`config.mk`:
```
export PLATFORM = sky130hd
export DESIGN_NAME = crc8_packet_check_classifier_flat
export DESIGN_NICKNAME = d
export VERILOG_FILES = /design/src/hw/rtl/crc8pc_pkg.sv /design/src/hw/rtl/crc8pc_if.sv /design/src/hw/rtl/crc8_packet_check_classifier.sv /design/src/hw/rtl/crc8pc_core.sv /design/src/hw/rtl/crc8pc_out_buf.sv /design/src/flat_wrapper.sv
export SDC_FILE = /design/constraint.sdc
export NUM_CORES = 1
export LEC_CHECK = 0
export BUFFER_PORTS_ARGS = -buffer_cell sky130_fd_sc_hd__buf_2
export CAP_MARGIN = 10
export CORE_MARGIN = 2
export CORE_UTILIZATION = 53
export DETAILED_ROUTE_END_ITERATION = 7
export PLACE_DENSITY = 0.81
export SLEW_MARGIN = 10
export SYNTH_ARGS = -nofsm -noshare
export SYNTH_HDL_FRONTEND = slang
export SYNTH_SLANG_ARGS = --single-unit
```
`constraint.sdc`:
```
create_clock -name clk -period 2.5 [get_ports clk]
set_input_delay 0.5 -clock clk [delete_from_list [all_inputs] [get_ports clk]]
set_output_delay 0.5 -clock clk [all_outputs]
set_load 0.1 [all_outputs]
```
`src/hw/rtl/crc8pc_pkg.sv`:
```
// ----------------------------------------------------------------------------
// crc8pc_pkg
// Shared types, codes and the CRC-8 byte update for the packet checker.
// ----------------------------------------------------------------------------
package crc8pc_pkg;

  localparam int unsigned BYTE_W  = 8;
  localparam int unsigned EVENT_W = 3;
  localparam int unsigned CFG_IDX_W = 8;

  localparam logic [BYTE_W-1:0] CRC_POLY  = 8'h07;
  localparam logic [BYTE_W-1:0] COUNT_MAX = 8'hFF;

  // Configuration register indexes.
  localparam logic [CFG_IDX_W-1:0] CFG_OWN_ADDRESS = 8'd0;
  localparam logic [CFG_IDX_W-1:0] CFG_CRC_START   = 8'd1;

  localparam logic [BYTE_W-1:0] OWN_ADDRESS_RST = 8'h00;
  localparam logic [BYTE_W-1:0] CRC_START_RST   = 8'hFF;

  // Packet type byte values.
  localparam logic [BYTE_W-1:0] TYPE_G1_OPEN     = 8'h01;
  localparam logic [BYTE_W-1:0] TYPE_G1_CLOSED   = 8'h02;
  localparam logic [BYTE_W-1:0] TYPE_FD_OPEN     = 8'h04;
  localparam logic [BYTE_W-1:0] TYPE_FD_CLOSED   = 8'h05;
  localparam logic [BYTE_W-1:0] TYPE_MBOX_CHANGE = 8'h06;
  localparam logic [BYTE_W-1:0] TYPE_PING        = 8'hFF;

  // Event codes.
  localparam logic [EVENT_W-1:0] EV_NONE      = 3'd0;
  localparam logic [EVENT_W-1:0] EV_G1_OPEN   = 3'd1;
  localparam logic [EVENT_W-1:0] EV_G1_CLOSED = 3'd2;
  localparam logic [EVENT_W-1:0] EV_FD_OPEN   = 3'd3;
  localparam logic [EVENT_W-1:0] EV_FD_CLOSED = 3'd4;
  localparam logic [EVENT_W-1:0] EV_MBOX      = 3'd5;
  localparam logic [EVENT_W-1:0] EV_PING      = 3'd6;
  localparam logic [EVENT_W-1:0] EV_UNKNOWN   = 3'd7;

  typedef struct packed {
    logic               crc_ok;
    logic               for_us;
    logic [EVENT_W-1:0] event_code;
    logic [BYTE_W-1:0]  packet_length;
  } result_t;

  typedef struct packed {
    logic [BYTE_W-1:0] own_address;
    logic [BYTE_W-1:0] crc_start;
  } cfg_t;

  // Non-reflected CRC-8 update of one byte, MSB first.
  function automatic logic [BYTE_W-1:0] crc8_byte(input logic [BYTE_W-1:0] crc,
                                                  input logic [BYTE_W-1:0] m);
    logic [BYTE_W-1:0] v;
    v = crc ^ m;
    for (int k = 0; k < BYTE_W; k++) begin
      if (v[BYTE_W-1]) begin
        v = {v[BYTE_W-2:0], 1'b0} ^ CRC_POLY;
      end else begin
        v = {v[BYTE_W-2:0], 1'b0};
      end
    end
    return v;
  endfunction

  function automatic logic [EVENT_W-1:0] classify(input logic [BYTE_W-1:0] t);
    logic [EVENT_W-1:0] ev;
    unique case (t)
      TYPE_G1_OPEN:     ev = EV_G1_OPEN;
      TYPE_G1_CLOSED:   ev = EV_G1_CLOSED;
      TYPE_FD_OPEN:     ev = EV_FD_OPEN;
      TYPE_FD_CLOSED:   ev = EV_FD_CLOSED;
      TYPE_MBOX_CHANGE: ev = EV_MBOX;
      TYPE_PING:        ev = EV_PING;
      default:          ev = EV_UNKNOWN;
    endcase
    return ev;
  endfunction

endpackage

```
`src/hw/rtl/crc8pc_if.sv`:
```
// ----------------------------------------------------------------------------
// crc8pc_if
// Valid/ready channels for packet bytes, check results and register writes.
// ----------------------------------------------------------------------------
interface crc8pc_in_if import crc8pc_pkg::*; ();
  logic              valid;
  logic              ready;
  logic [BYTE_W-1:0] data_byte;
  logic              last_byte;

  modport source (output valid, output data_byte, output last_byte, input ready);
  modport sink   (input valid, input data_byte, input last_byte, output ready);
endinterface

interface crc8pc_out_if import crc8pc_pkg::*; ();
  logic               valid;
  logic               ready;
  logic               crc_ok;
  logic               for_us;
  logic [EVENT_W-1:0] event_code;
  logic [BYTE_W-1:0]  packet_length;

  modport source (output valid, output crc_ok, output for_us, output event_code,
                  output packet_length, input ready);
  modport sink   (input valid, input crc_ok, input for_us, input event_code,
                  input packet_length, output ready);
endinterface

interface crc8pc_cfg_if import crc8pc_pkg::*; ();
  logic                 valid;
  logic                 ready;
  logic [CFG_IDX_W-1:0] index;
  logic [BYTE_W-1:0]    wdata;

  modport source (output valid, output index, output wdata, input ready);
  modport sink   (input valid, input index, input wdata, output ready);
endinterface

```
`src/hw/rtl/crc8_packet_check_classifier.sv`:
```
// ----------------------------------------------------------------------------
// crc8_packet_check_classifier
// Checks the CRC-8 of received radio packets and classifies their event type.
// ----------------------------------------------------------------------------
//
//   Channel   Direction  Payload                                     Per item
//   in_chan   sink       data_byte[7:0], last_byte                   one byte
//   out_chan  source     crc_ok, for_us, event_code[2:0],            one packet
//                        packet_length[7:0]
//   cfg_chan  sink       index[7:0], wdata[7:0]                      one write
//
// The block takes one byte per clock cycle while in_chan.ready is high. The
// CRC-8 update of a byte is a single shallow XOR network, so the packet state
// registers close each cycle. Each result is registered in the output buffer.
// Reset (rst_n low, synchronous) clears the packet state, empties the output
// buffer and loads the register defaults (own address 0, CRC start 0xFF).
// A stalled output holds up to two results; in_chan drops ready only while
// both slots are full, and non-final bytes are otherwise taken freely.
//
module crc8_packet_check_classifier import crc8pc_pkg::*; (
  input  logic           clk,
  input  logic           rst_n,
  crc8pc_in_if.sink      in_chan,
  crc8pc_out_if.source   out_chan,
  crc8pc_cfg_if.sink     cfg_chan
);

  cfg_t    cfg_r;
  logic    in_accept;
  logic    res_push;
  logic    can_push;
  result_t res_data;
  result_t out_data;

  // Configuration writes are always taken; unknown indexes are ignored.
  assign cfg_chan.ready = 1'b1;

  always_ff @(posedge clk) begin
    if (!rst_n) begin
      cfg_r.own_address <= OWN_ADDRESS_RST;
      cfg_r.crc_start   <= CRC_START_RST;
    end else if (cfg_chan.valid) begin
      if (cfg_chan.index == CFG_OWN_ADDRESS) begin
        cfg_r.own_address <= cfg_chan.wdata;
      end
      if (cfg_chan.index == CFG_CRC_START) begin
        cfg_r.crc_start <= cfg_chan.wdata;
      end
    end
  end

  // Input bytes are accepted whenever the output buffer has a free slot.
  assign in_chan.ready = can_push;
  assign in_accept     = in_chan.valid && can_push;

  crc8pc_core u_core (
    .clk       (clk),
    .rst_n     (rst_n),
    .accept    (in_accept),
    .data_byte (in_chan.data_byte),
    .last_byte (in_chan.last_byte),
    .cfg       (cfg_r),
    .res_push  (res_push),
    .res_data  (res_data)
  );

  crc8pc_out_buf u_out_buf (
    .clk       (clk),
    .rst_n     (rst_n),
    .push      (res_push),
    .push_data (res_data),
    .can_push  (can_push),
    .out_valid (out_chan.valid),
    .out_ready (out_chan.ready),
    .out_data  (out_data)
  );

  assign out_chan.crc_ok        = out_data.crc_ok;
  assign out_chan.for_us        = out_data.for_us;
  assign out_chan.event_code    = out_data.event_code;
  assign out_chan.packet_length = out_data.packet_length;

endmodule

```
`src/hw/rtl/crc8pc_core.sv`:
```
// ----------------------------------------------------------------------------
// crc8pc_core
// Per-packet state: running CRC, byte count, destination and type bytes.
// ----------------------------------------------------------------------------
module crc8pc_core import crc8pc_pkg::*; (
  input  logic              clk,
  input  logic              rst_n,
  input  logic              accept,
  input  logic [BYTE_W-1:0] data_byte,
  input  logic              last_byte,
  input  cfg_t              cfg,
  output logic              res_push,
  output result_t           res_data
);

  logic [BYTE_W-1:0] running_crc_r, running_crc_nxt;
  logic [BYTE_W-1:0] byte_count_r, byte_count_nxt;
  logic [BYTE_W-1:0] dest_byte_r, dest_byte_nxt;
  logic [BYTE_W-1:0] type_byte_r, type_byte_nxt;

  logic              first;
  logic [BYTE_W-1:0] crc_cur, dest_cur, type_cur;
  logic              ok, us;

  assign first    = (byte_count_r == '0);
  assign crc_cur  = first ? cfg.crc_start : running_crc_r;
  assign dest_cur = first ? data_byte : dest_byte_r;
  assign type_cur = (byte_count_r == BYTE_W'(2)) ? data_byte : type_byte_r;
  assign ok       = (crc_cur == data_byte);
  assign us       = (dest_cur == cfg.own_address);

  assign res_push               = accept && last_byte;
  assign res_data.crc_ok        = ok;
  assign res_data.for_us        = us;
  assign res_data.event_code    = (ok && us) ? classify(type_cur) : EV_NONE;
  // The count holds bytes before the last one; adding the last saturates.
  assign res_data.packet_length = (byte_count_r == COUNT_MAX) ? COUNT_MAX
                                                              : byte_count_r + 1'b1;

  always_comb begin
    running_crc_nxt = running_crc_r;
    byte_count_nxt  = byte_count_r;
    dest_byte_nxt   = dest_byte_r;
    type_byte_nxt   = type_byte_r;
    if (accept) begin
      if (last_byte) begin
        running_crc_nxt = cfg.crc_start;
        byte_count_nxt  = '0;
        dest_byte_nxt   = '0;
        type_byte_nxt   = '0;
      end else begin
        running_crc_nxt = crc8_byte(crc_cur, data_byte);
        dest_byte_nxt   = dest_cur;
        type_byte_nxt   = type_cur;
        if (byte_count_r != COUNT_MAX) begin
          byte_count_nxt = byte_count_r + 1'b1;
        end
      end
    end
  end

  always_ff @(posedge clk) begin
    if (!rst_n) begin
      running_crc_r <= CRC_START_RST;
      byte_count_r  <= '0;
      dest_byte_r   <= '0;
      type_byte_r   <= '0;
    end else begin
      running_crc_r <= running_crc_nxt;
      byte_count_r  <= byte_count_nxt;
      dest_byte_r   <= dest_byte_nxt;
      type_byte_r   <= type_byte_nxt;
    end
  end

endmodule

```
`src/hw/rtl/crc8pc_out_buf.sv`:
```
// ----------------------------------------------------------------------------
// crc8pc_out_buf
// Two-entry output register with skid slot; ready upstream is registered.
// ----------------------------------------------------------------------------
module crc8pc_out_buf import crc8pc_pkg::*; (
  input  logic    clk,
  input  logic    rst_n,
  input  logic    push,
  input  result_t push_data,
  output logic    can_push,
  output logic    out_valid,
  input  logic    out_ready,
  output result_t out_data
);

  logic    main_valid_r, main_valid_nxt;
  logic    skid_valid_r, skid_valid_nxt;
  result_t main_r, main_nxt;
  result_t skid_r, skid_nxt;
  logic    pop;

  assign pop       = main_valid_r && out_ready;
  assign can_push  = !skid_valid_r;
  assign out_valid = main_valid_r;
  assign out_data  = main_r;

  // A push never arrives while the skid slot is full.
  always_comb begin
    main_valid_nxt = main_valid_r;
    skid_valid_nxt = skid_valid_r;
    main_nxt       = main_r;
    skid_nxt       = skid_r;
    if (pop) begin
      if (skid_valid_r) begin
        main_nxt       = skid_r;
        skid_valid_nxt = 1'b0;
      end else begin
        main_valid_nxt = push;
        main_nxt       = push_data;
      end
    end else if (push) begin
      if (!main_valid_r) begin
        main_valid_nxt = 1'b1;
        main_nxt       = push_data;
      end else begin
        skid_valid_nxt = 1'b1;
        skid_nxt       = push_data;
      end
    end
  end

  always_ff @(posedge clk) begin
    if (!rst_n) begin
      main_valid_r <= 1'b0;
      skid_valid_r <= 1'b0;
    end else begin
      main_valid_r <= main_valid_nxt;
      skid_valid_r <= skid_valid_nxt;
    end
  end

  always_ff @(posedge clk) begin
    main_r <= main_nxt;
    skid_r <= skid_nxt;
  end

endmodule
```
`src/flat_wrapper.sv`:
```
// flat-port wrapper written by rule: the top's interface ports become plain ports
module crc8_packet_check_classifier_flat import crc8pc_pkg::*;
  (clk, rst_n, in_chan_valid, in_chan_data_byte, in_chan_last_byte, in_chan_ready, out_chan_valid, out_chan_crc_ok, out_chan_for_us, out_chan_event_code, out_chan_packet_length, out_chan_ready, cfg_chan_valid, cfg_chan_index, cfg_chan_wdata, cfg_chan_ready);
  crc8pc_in_if in_chan_i ();
  crc8pc_out_if out_chan_i ();
  crc8pc_cfg_if cfg_chan_i ();
  input  logic clk;
  input  logic rst_n;
  input wire logic [$bits(in_chan_i.valid)-1:0] in_chan_valid;
  input wire logic [$bits(in_chan_i.data_byte)-1:0] in_chan_data_byte;
  input wire logic [$bits(in_chan_i.last_byte)-1:0] in_chan_last_byte;
  output wire logic [$bits(in_chan_i.ready)-1:0] in_chan_ready;
  output wire logic [$bits(out_chan_i.valid)-1:0] out_chan_valid;
  output wire logic [$bits(out_chan_i.crc_ok)-1:0] out_chan_crc_ok;
  output wire logic [$bits(out_chan_i.for_us)-1:0] out_chan_for_us;
  output wire logic [$bits(out_chan_i.event_code)-1:0] out_chan_event_code;
  output wire logic [$bits(out_chan_i.packet_length)-1:0] out_chan_packet_length;
  input wire logic [$bits(out_chan_i.ready)-1:0] out_chan_ready;
  input wire logic [$bits(cfg_chan_i.valid)-1:0] cfg_chan_valid;
  input wire logic [$bits(cfg_chan_i.index)-1:0] cfg_chan_index;
  input wire logic [$bits(cfg_chan_i.wdata)-1:0] cfg_chan_wdata;
  output wire logic [$bits(cfg_chan_i.ready)-1:0] cfg_chan_ready;
  assign in_chan_i.valid = in_chan_valid;
  assign in_chan_i.data_byte = in_chan_data_byte;
  assign in_chan_i.last_byte = in_chan_last_byte;
  assign in_chan_ready = in_chan_i.ready;
  assign out_chan_valid = out_chan_i.valid;
  assign out_chan_crc_ok = out_chan_i.crc_ok;
  assign out_chan_for_us = out_chan_i.for_us;
  assign out_chan_event_code = out_chan_i.event_code;
  assign out_chan_packet_length = out_chan_i.packet_length;
  assign out_chan_i.ready = out_chan_ready;
  assign cfg_chan_i.valid = cfg_chan_valid;
  assign cfg_chan_i.index = cfg_chan_index;
  assign cfg_chan_i.wdata = cfg_chan_wdata;
  assign cfg_chan_ready = cfg_chan_i.ready;
  crc8_packet_check_classifier u_core (.clk(clk), .rst_n(rst_n), .in_chan(in_chan_i), .out_chan(out_chan_i), .cfg_chan(cfg_chan_i));
endmodule
```
Yosys cells after proc, flatten, opt, wreduce, memory -nomap -nowiden
Index checks and enable logic that the tools add are counted.

cells by class
  add/sub/neg operators = 1
  multiply operators = 0
  divide/modulo/power cells = 0
  $lt $le $gt $ge = 0
  eq/ne operators = 14
  shift operators = 0
  mux-type cells = 40
  bitwise gates (word level) = 11
  reductions and logical operators = 17

operators with widths
  kind                 number
  $mux 8               23
  $mux 13              4
  $mux 3               9
  $eq 8x3->1 const B   3
  $not 3->3            8
  $pmux 3 s6           1
  $eq 8x1->1 const B   2
  $eq 8x2->1 const B   2
  $eq 8x8->1           2
  $eq 8x8->1 const B   2
  $logic_not 8->1      2
  $reduce_and 2->1     6
  $add 8x1->8 const B  1
  $ne 8x8->1 const B   1
  $xor 8x8->8          1
  $logic_and 1x1->1    4
  $reduce_bool 2->1    2
  $mux 1               3
  $reduce_and 3->1     1
  $ne 2x1->1 const B   1
  $ne 2x2->1 const B   1
  $not 1->1            2
  $reduce_or 2->1      1
  $logic_not 1->1      1

word-level totals
  register bits = 76
  bits in latches = 0
  RAM bits = 0
  bits in read-only memories = 0
  bits of input ports = 30
  memories = 0

Depth between registers and ports, before layout
  depth after elaboration = 34
  gate-level depth with buffers = 12
  mapped depth without buffers = 11

Hierarchy
Synthesis repeated with hierarchy kept, for this count alone.

second synthesis, totals
  cell total of the unflattened synthesis = 443
  area, all modules = 4300.4 µm²

modules (own cells, without submodules)
  module                        times used  cells each  area each (µm²)
  crc8pc_core                   1           315         2482.4
  crc8pc_out_buf                1           53          1073.5
  crc8_packet_check_classifier  1           75          744.5

Worst setup path after synthesis
Ideal clock, no wire load.

  path kind = register to register
  from = reg u_core.u_core.byte_count_r[0]
  to = reg u_core.u_core.running_crc_r[3]
  setup time = 0.095 ns
  arrival = 2.636 ns
  path slack = -0.231 ns
  stages on the path, launching flop included = 13
  buffers on the path = 1
  cell sequence = dfxtp_1 inv_1 ha_1 nor3b_2 buf_2 and3_1 o21a_1 or2_2 ha_1 xor2_1 xnor2_1 xnor2_1 a221oi_1

between the ends
  word-level cells in the longest chain between the ends = 23
  elaborated cells on any way between the ends = 25
  those cells by class = mux: 20; bitwise: 4; reduce/logical: 1

RTL lines
  what                    line               source
  from (decl)             crc8pc_core.sv:17  logic [BYTE_W-1:0] byte_count_r, byte_count_nxt;
  from (signal assigned)  crc8pc_core.sv:70  byte_count_r <= byte_count_nxt;
  $logic_not 8->1 (*)     crc8pc_core.sv:25  assign first = (byte_count_r == '0);
  $mux 8 (*)              crc8pc_core.sv:26  assign crc_cur = first ? cfg.crc_start : running_crc_r;
  $xor 8x8->8 (*)         crc8pc_pkg.sv:55   v = crc ^ m;
  $mux 8 (*)              crc8pc_core.sv:46  if (last_byte) begin
  $mux 8 (*)              crc8pc_core.sv:45  if (accept) begin
  $mux 8 (*)              crc8pc_core.sv:46
  $mux 8 (*)              crc8pc_core.sv:45
  $mux 8 (*)              crc8pc_core.sv:46
  [7 not listed]          -
  $mux 3                  crc8pc_pkg.sv:57   if (v[BYTE_W-1]) begin
  $mux 8 (*)              crc8pc_core.sv:46
  $mux 8 (*)              crc8pc_core.sv:45
  $not 3->3 (no line)     -
  $mux 3 (*)              crc8pc_pkg.sv:57
  $mux 8 (*)              crc8pc_core.sv:46
  $mux 8 (*)              crc8pc_core.sv:45
  $mux 8 (*)              crc8pc_core.sv:46
  to (signal assigned)    crc8pc_core.sv:69  running_crc_r <= running_crc_nxt;
  to (decl)               crc8pc_core.sv:16  logic [BYTE_W-1:0] running_crc_r, running_crc_nxt;

Mark *: on every way between the ends. The rest lies on a longest branch, timed or not. The select of a mux whose other input is x is not followed.
A chain may end at the register's enable or synchronous reset.

Worst setup path after layout
Ends and elaborated chain as after synthesis.

==> metrics.md <==
| Metric | Value |
|---|---|
| H-tree Lvls | `3` |
| Capturing element type of the critical path | `register` |
| Post-Synthesis Cells | `456` |
| Yosys Warn Count | `0` |
| Setup ws final | `-91.8 ps` |
| CTS Buf Count | `9` |
| TritonRoute pass-1 iters | `4` |
| Clock tree from TritonCTS | `built` |
| Worst setup SP type | `register` |
| Filler Cell Count | `600` |
| Pin count of the biggest net entering global routing | `51` |
| Number of nets still failing antenna checks after routing | `0` |
| Clock latency reported for the late side of the worst-skew pair | `370 ps` |
| Per-cell via count in the routed design | `5.89` |
| Rows | `32` |
| Sequential Area | `1790 um2` |
| Data required time at the worst endpoint | `2760 ps` |
| Routability congestion estimate | `0.926` |
| Drt wl/cell | `16.8 um` |
| Async S/R FF share, synth | `0%` |
| Peak VDD IR | `0.000343 V` |
| Number of antenna violations at the first check in global routing | `0` |
| Arrival time of the worst setup path | `2850 ps` |
| Number of buffer cells added on primary ports | `44` |
| Wire length of the first global-routing pass | `17400 um` |
| Endpoints failing setup | `5` |
| Net switching share of the total power | `27.1%` |
| Library cell used as clock root buffer | `sky130_fd_sc_hd__clkbuf_8` |
| Count of cell types in the netlist | `63` |
| Shortest clock period the worst path allows after layout | `2590 ps` |
| Final #Nets | `567` |
| Power per cell area | `569 nW/um2` |
| Num Clock Sinks | `76` |
| Fmax | `0.386 GHz` |
| Pin slew with the least headroom to its limit | `598 ps` |
| Sum of net half-perimeters after detailed placement | `7520 um` |
| Number of max-slew violations in the final report | `0` |
| Busiest grt layer | `met2` |
| Chain of cells forming the critical path | `inv_4 > ha_4 > nor3b_4 > buf_6 > and3_1 > o21a_1 > or2_4 > ha_4 > xor2_2 > xnor2_1 > xnor2_1 > a221oi_1` |
| Hold violation count in the final report | `0` |
| Average size of a mapped cell | `9.33 um2` |
| Global Route met3 Usage | `4.51%` |
| Combinational share of power | `18.4%` |
| Multi-input gate area in the final layout | `2490 um2` |
| Total congestion overflow after global routing | `0` |
| Critical path peak fanout | `4` |
| Clock input transition at the sequential cells of the worst setup and hold paths | `80 ps` |
| Commonest non-fill, non-tap cell in the layout | `sky130_fd_sc_hd__dfxtp_1` |
| Standard cell with the maximum stage delay on the critical path | `sky130_fd_sc_hd__dfxtp_4` |
| Worst slew margin | `59.8%` |
| Core region area | `7770 um2` |
| DR iter-0 viols | `207` |
| Failing checks | `negative setup slack` |
| Setup CP Type | `register to register` |
| Nets in the synthesized netlist | `492` |
| Highest-count cells in the layout ignoring fill and taps | `sky130_fd_sc_hd__dfxtp_1 (48), sky130_fd_sc_hd__buf_2 (44), sky130_fd_sc_hd__buf_4 (44)` |
| Share of post-route cells with drive strength above 1 | `28.0%` |
| Detailed-route DRC error count | `0` |
| Flop and latch count out of synthesis | `76` |
| Worst setup skew after layout | `14.9 ps` |
| Worst Hold Slack | `371 ps` |
| Met2 track utilization from global routing | `44.1%` |
| Share of the core filled with cells | `67.5%` |
| Global-route usage over all layers | `25.4%` |
| Synth Cell Area | `4250 um2` |
| Number of violations of the max-capacitance limit | `0` |
| Die ar. | `8760 um2` |
| Synth-to-Final Area Change | `23.3%` |
| Sw power | `810 uW` |
| Unrepaired setup endpoints after global routing | `true` |
| Internal Dissipation | `2170 uW` |
| Starting density of the core | `54.8%` |
| Via count | `3757` |
| Count of flip-flops with a built-in enable after synthesis | `26` |
| Status | `finished, violations left` |
| Fin crit share | `104%` |
| Die width | `93.6 um` |
| Global-route track usage on met1 | `31.3%` |
| Die span in y | `93.6 um` |
| Clock power share | `37.2%` |
| Number of I/O pins | `46` |
| Power share of the sequential group | `44.4%` |
| Share of synthesized area occupied by flip-flops and latches | `41.9%` |
| Clock tree buffer depth | `2` |
| Number of global-route vias before repair | `3659` |
| Path category of the worst min-delay check | `input port to register` |
| Delay contributed by the slowest stage of the critical path | `360 ps` |
| Count of inserted antenna diode cells | `0` |
| Leakage | `0.00210 uW` |
| Overall routed net length | `10700 um` |
| Main synth FF type | `sky130_fd_sc_hd__dfxtp_1` |
==> per-layer routing <==
layer  share of wire, %  vias up  wire length [um]
met5                  0        -                 0
met3                5.5       26               585
li1                   -     1792                 -
met2                 49      133              5290
met1                 43     1806              4580
met4                2.6        0               276
==> flip-flops by register name, summed over array words and instances (netlist names) <==
name	count
u_core.u_out_buf.out_valid	1
u_core.u_out_buf.skid_valid_r	1
u_core.u_core.running_crc_r	8
u_core.u_core.type_byte_r	8
u_core.u_out_buf.out_data	13
u_core.u_core.dest_byte_r	8
u_core.u_out_buf.skid_r	13
u_core.cfg_r	16
u_core.u_core.byte_count_r	8
==> power groups by stage <==
stage	Sequential [uW]	Clock [uW]	Combinational, uW
finish	1330	1110	548
global route	1330	1170	589
CTS	1330	1120	520
detailed placement	1350	0	497
global placement	1350	0	486
floorplan	1440	0	271
==> critical path: cells and delay by family (launching register included) <==
family          cells  cell delay [ps]
buf+inv             2              180
compound gates      2              500
fa+ha+maj           2              380
simple gates        3              620
xor+xnor            3              470
flops               1              360
==> final timing paths <==
kind	from	endpoint	slack (ps)	cells after the start
setup / recovery	u_core.u_core.byte_count_r[0]$_SDFFE_PN0P_	u_core.u_core.running_crc_r[3]$_SDFFE_PN1P_	-90	12
hold / removal	cfg_chan_wdata[7]	u_core.cfg_r[7]$_SDFFE_PN1P_	370	3
setup reg to reg	u_core.u_core.byte_count_r[0]$_SDFFE_PN0P_	u_core.u_core.running_crc_r[3]$_SDFFE_PN1P_	-90	12
hold reg to reg	u_core.u_core.running_crc_r[5]$_SDFFE_PN1P_	u_core.u_core.running_crc_r[5]$_SDFFE_PN1P_	520	2
==> synth_stat cells, drive strengths merged (7+ instances only) <==
library cell  count  share of area, %
nand3            12               1.5
mux2i            23               5.4
a22oi            18               3.2
dfxtp            50                24
xnor2            16               3.5
nor2             22               1.9
inv               7              0.62
nor2b            40               5.9
nand2            42               3.8
and2              8               1.2
nand2b           10               1.5
a21oi            16               1.9
xor2              9               1.9
and3             11               1.6
clkbuf           20               1.8
edfxtp           26                18
nor3             13               1.6
o21ai            23               2.7
==> cells by family (layout without fill, tap and decap cells) <==
kind of cell,count (synthesis),count (layout),share of synthesized area [%]
and+or+nand+nor,189,189,25.1
xor gates and xnor gates,26,26,5.85
buffers and inverters,33,113,3.35
AOI/OAI and AO/OA,96,96,15.0
other,1,1,0.0882
muxes,29,29,7.00
adders and majority gates,6,6,1.77
DFF,76,76,41.9
==> repair_timing <==
item                                    CTS  global route
pin swaps                                 9            20
hold endpoints to repair                  0             0
buffers inserted                          7             4
gates resized for setup                  14            10
endpoints found under the setup margin    8            10
hold buffers                              0             0
==> metrics by stage <==
| stage | area, um2 | total power [uW] | TNS, ps | worst slack, ps | cells |
|---|---|---|---|---|---|
| after floorplan | 4320 | 1710 | -30.2 | -30.2 | 456 |
| after global placement | 4830 | 1840 | -233 | -61.0 | 613 |
| after detailed placement | 4830 | 1850 | -787 | -135 | 613 |
| after CTS | 5160 | 2970 | -359 | -101 | 635 |
| after global routing | 5240 | 3090 | -1140 | -170 | 638 |
| final | 5240 | 2980 | -181 | -91.8 | 638 |
==> cell type report <==
cell class,count,share of cell area (%)
clock buffer,13,3.25
timing repair buffer,90,10.9
sequential,76,34.1
clock inverter,3,1.26
inverter,7,0.549
multi-input combinational,347,47.5
tap,102,2.43
(Power assumes the default switching activity.)
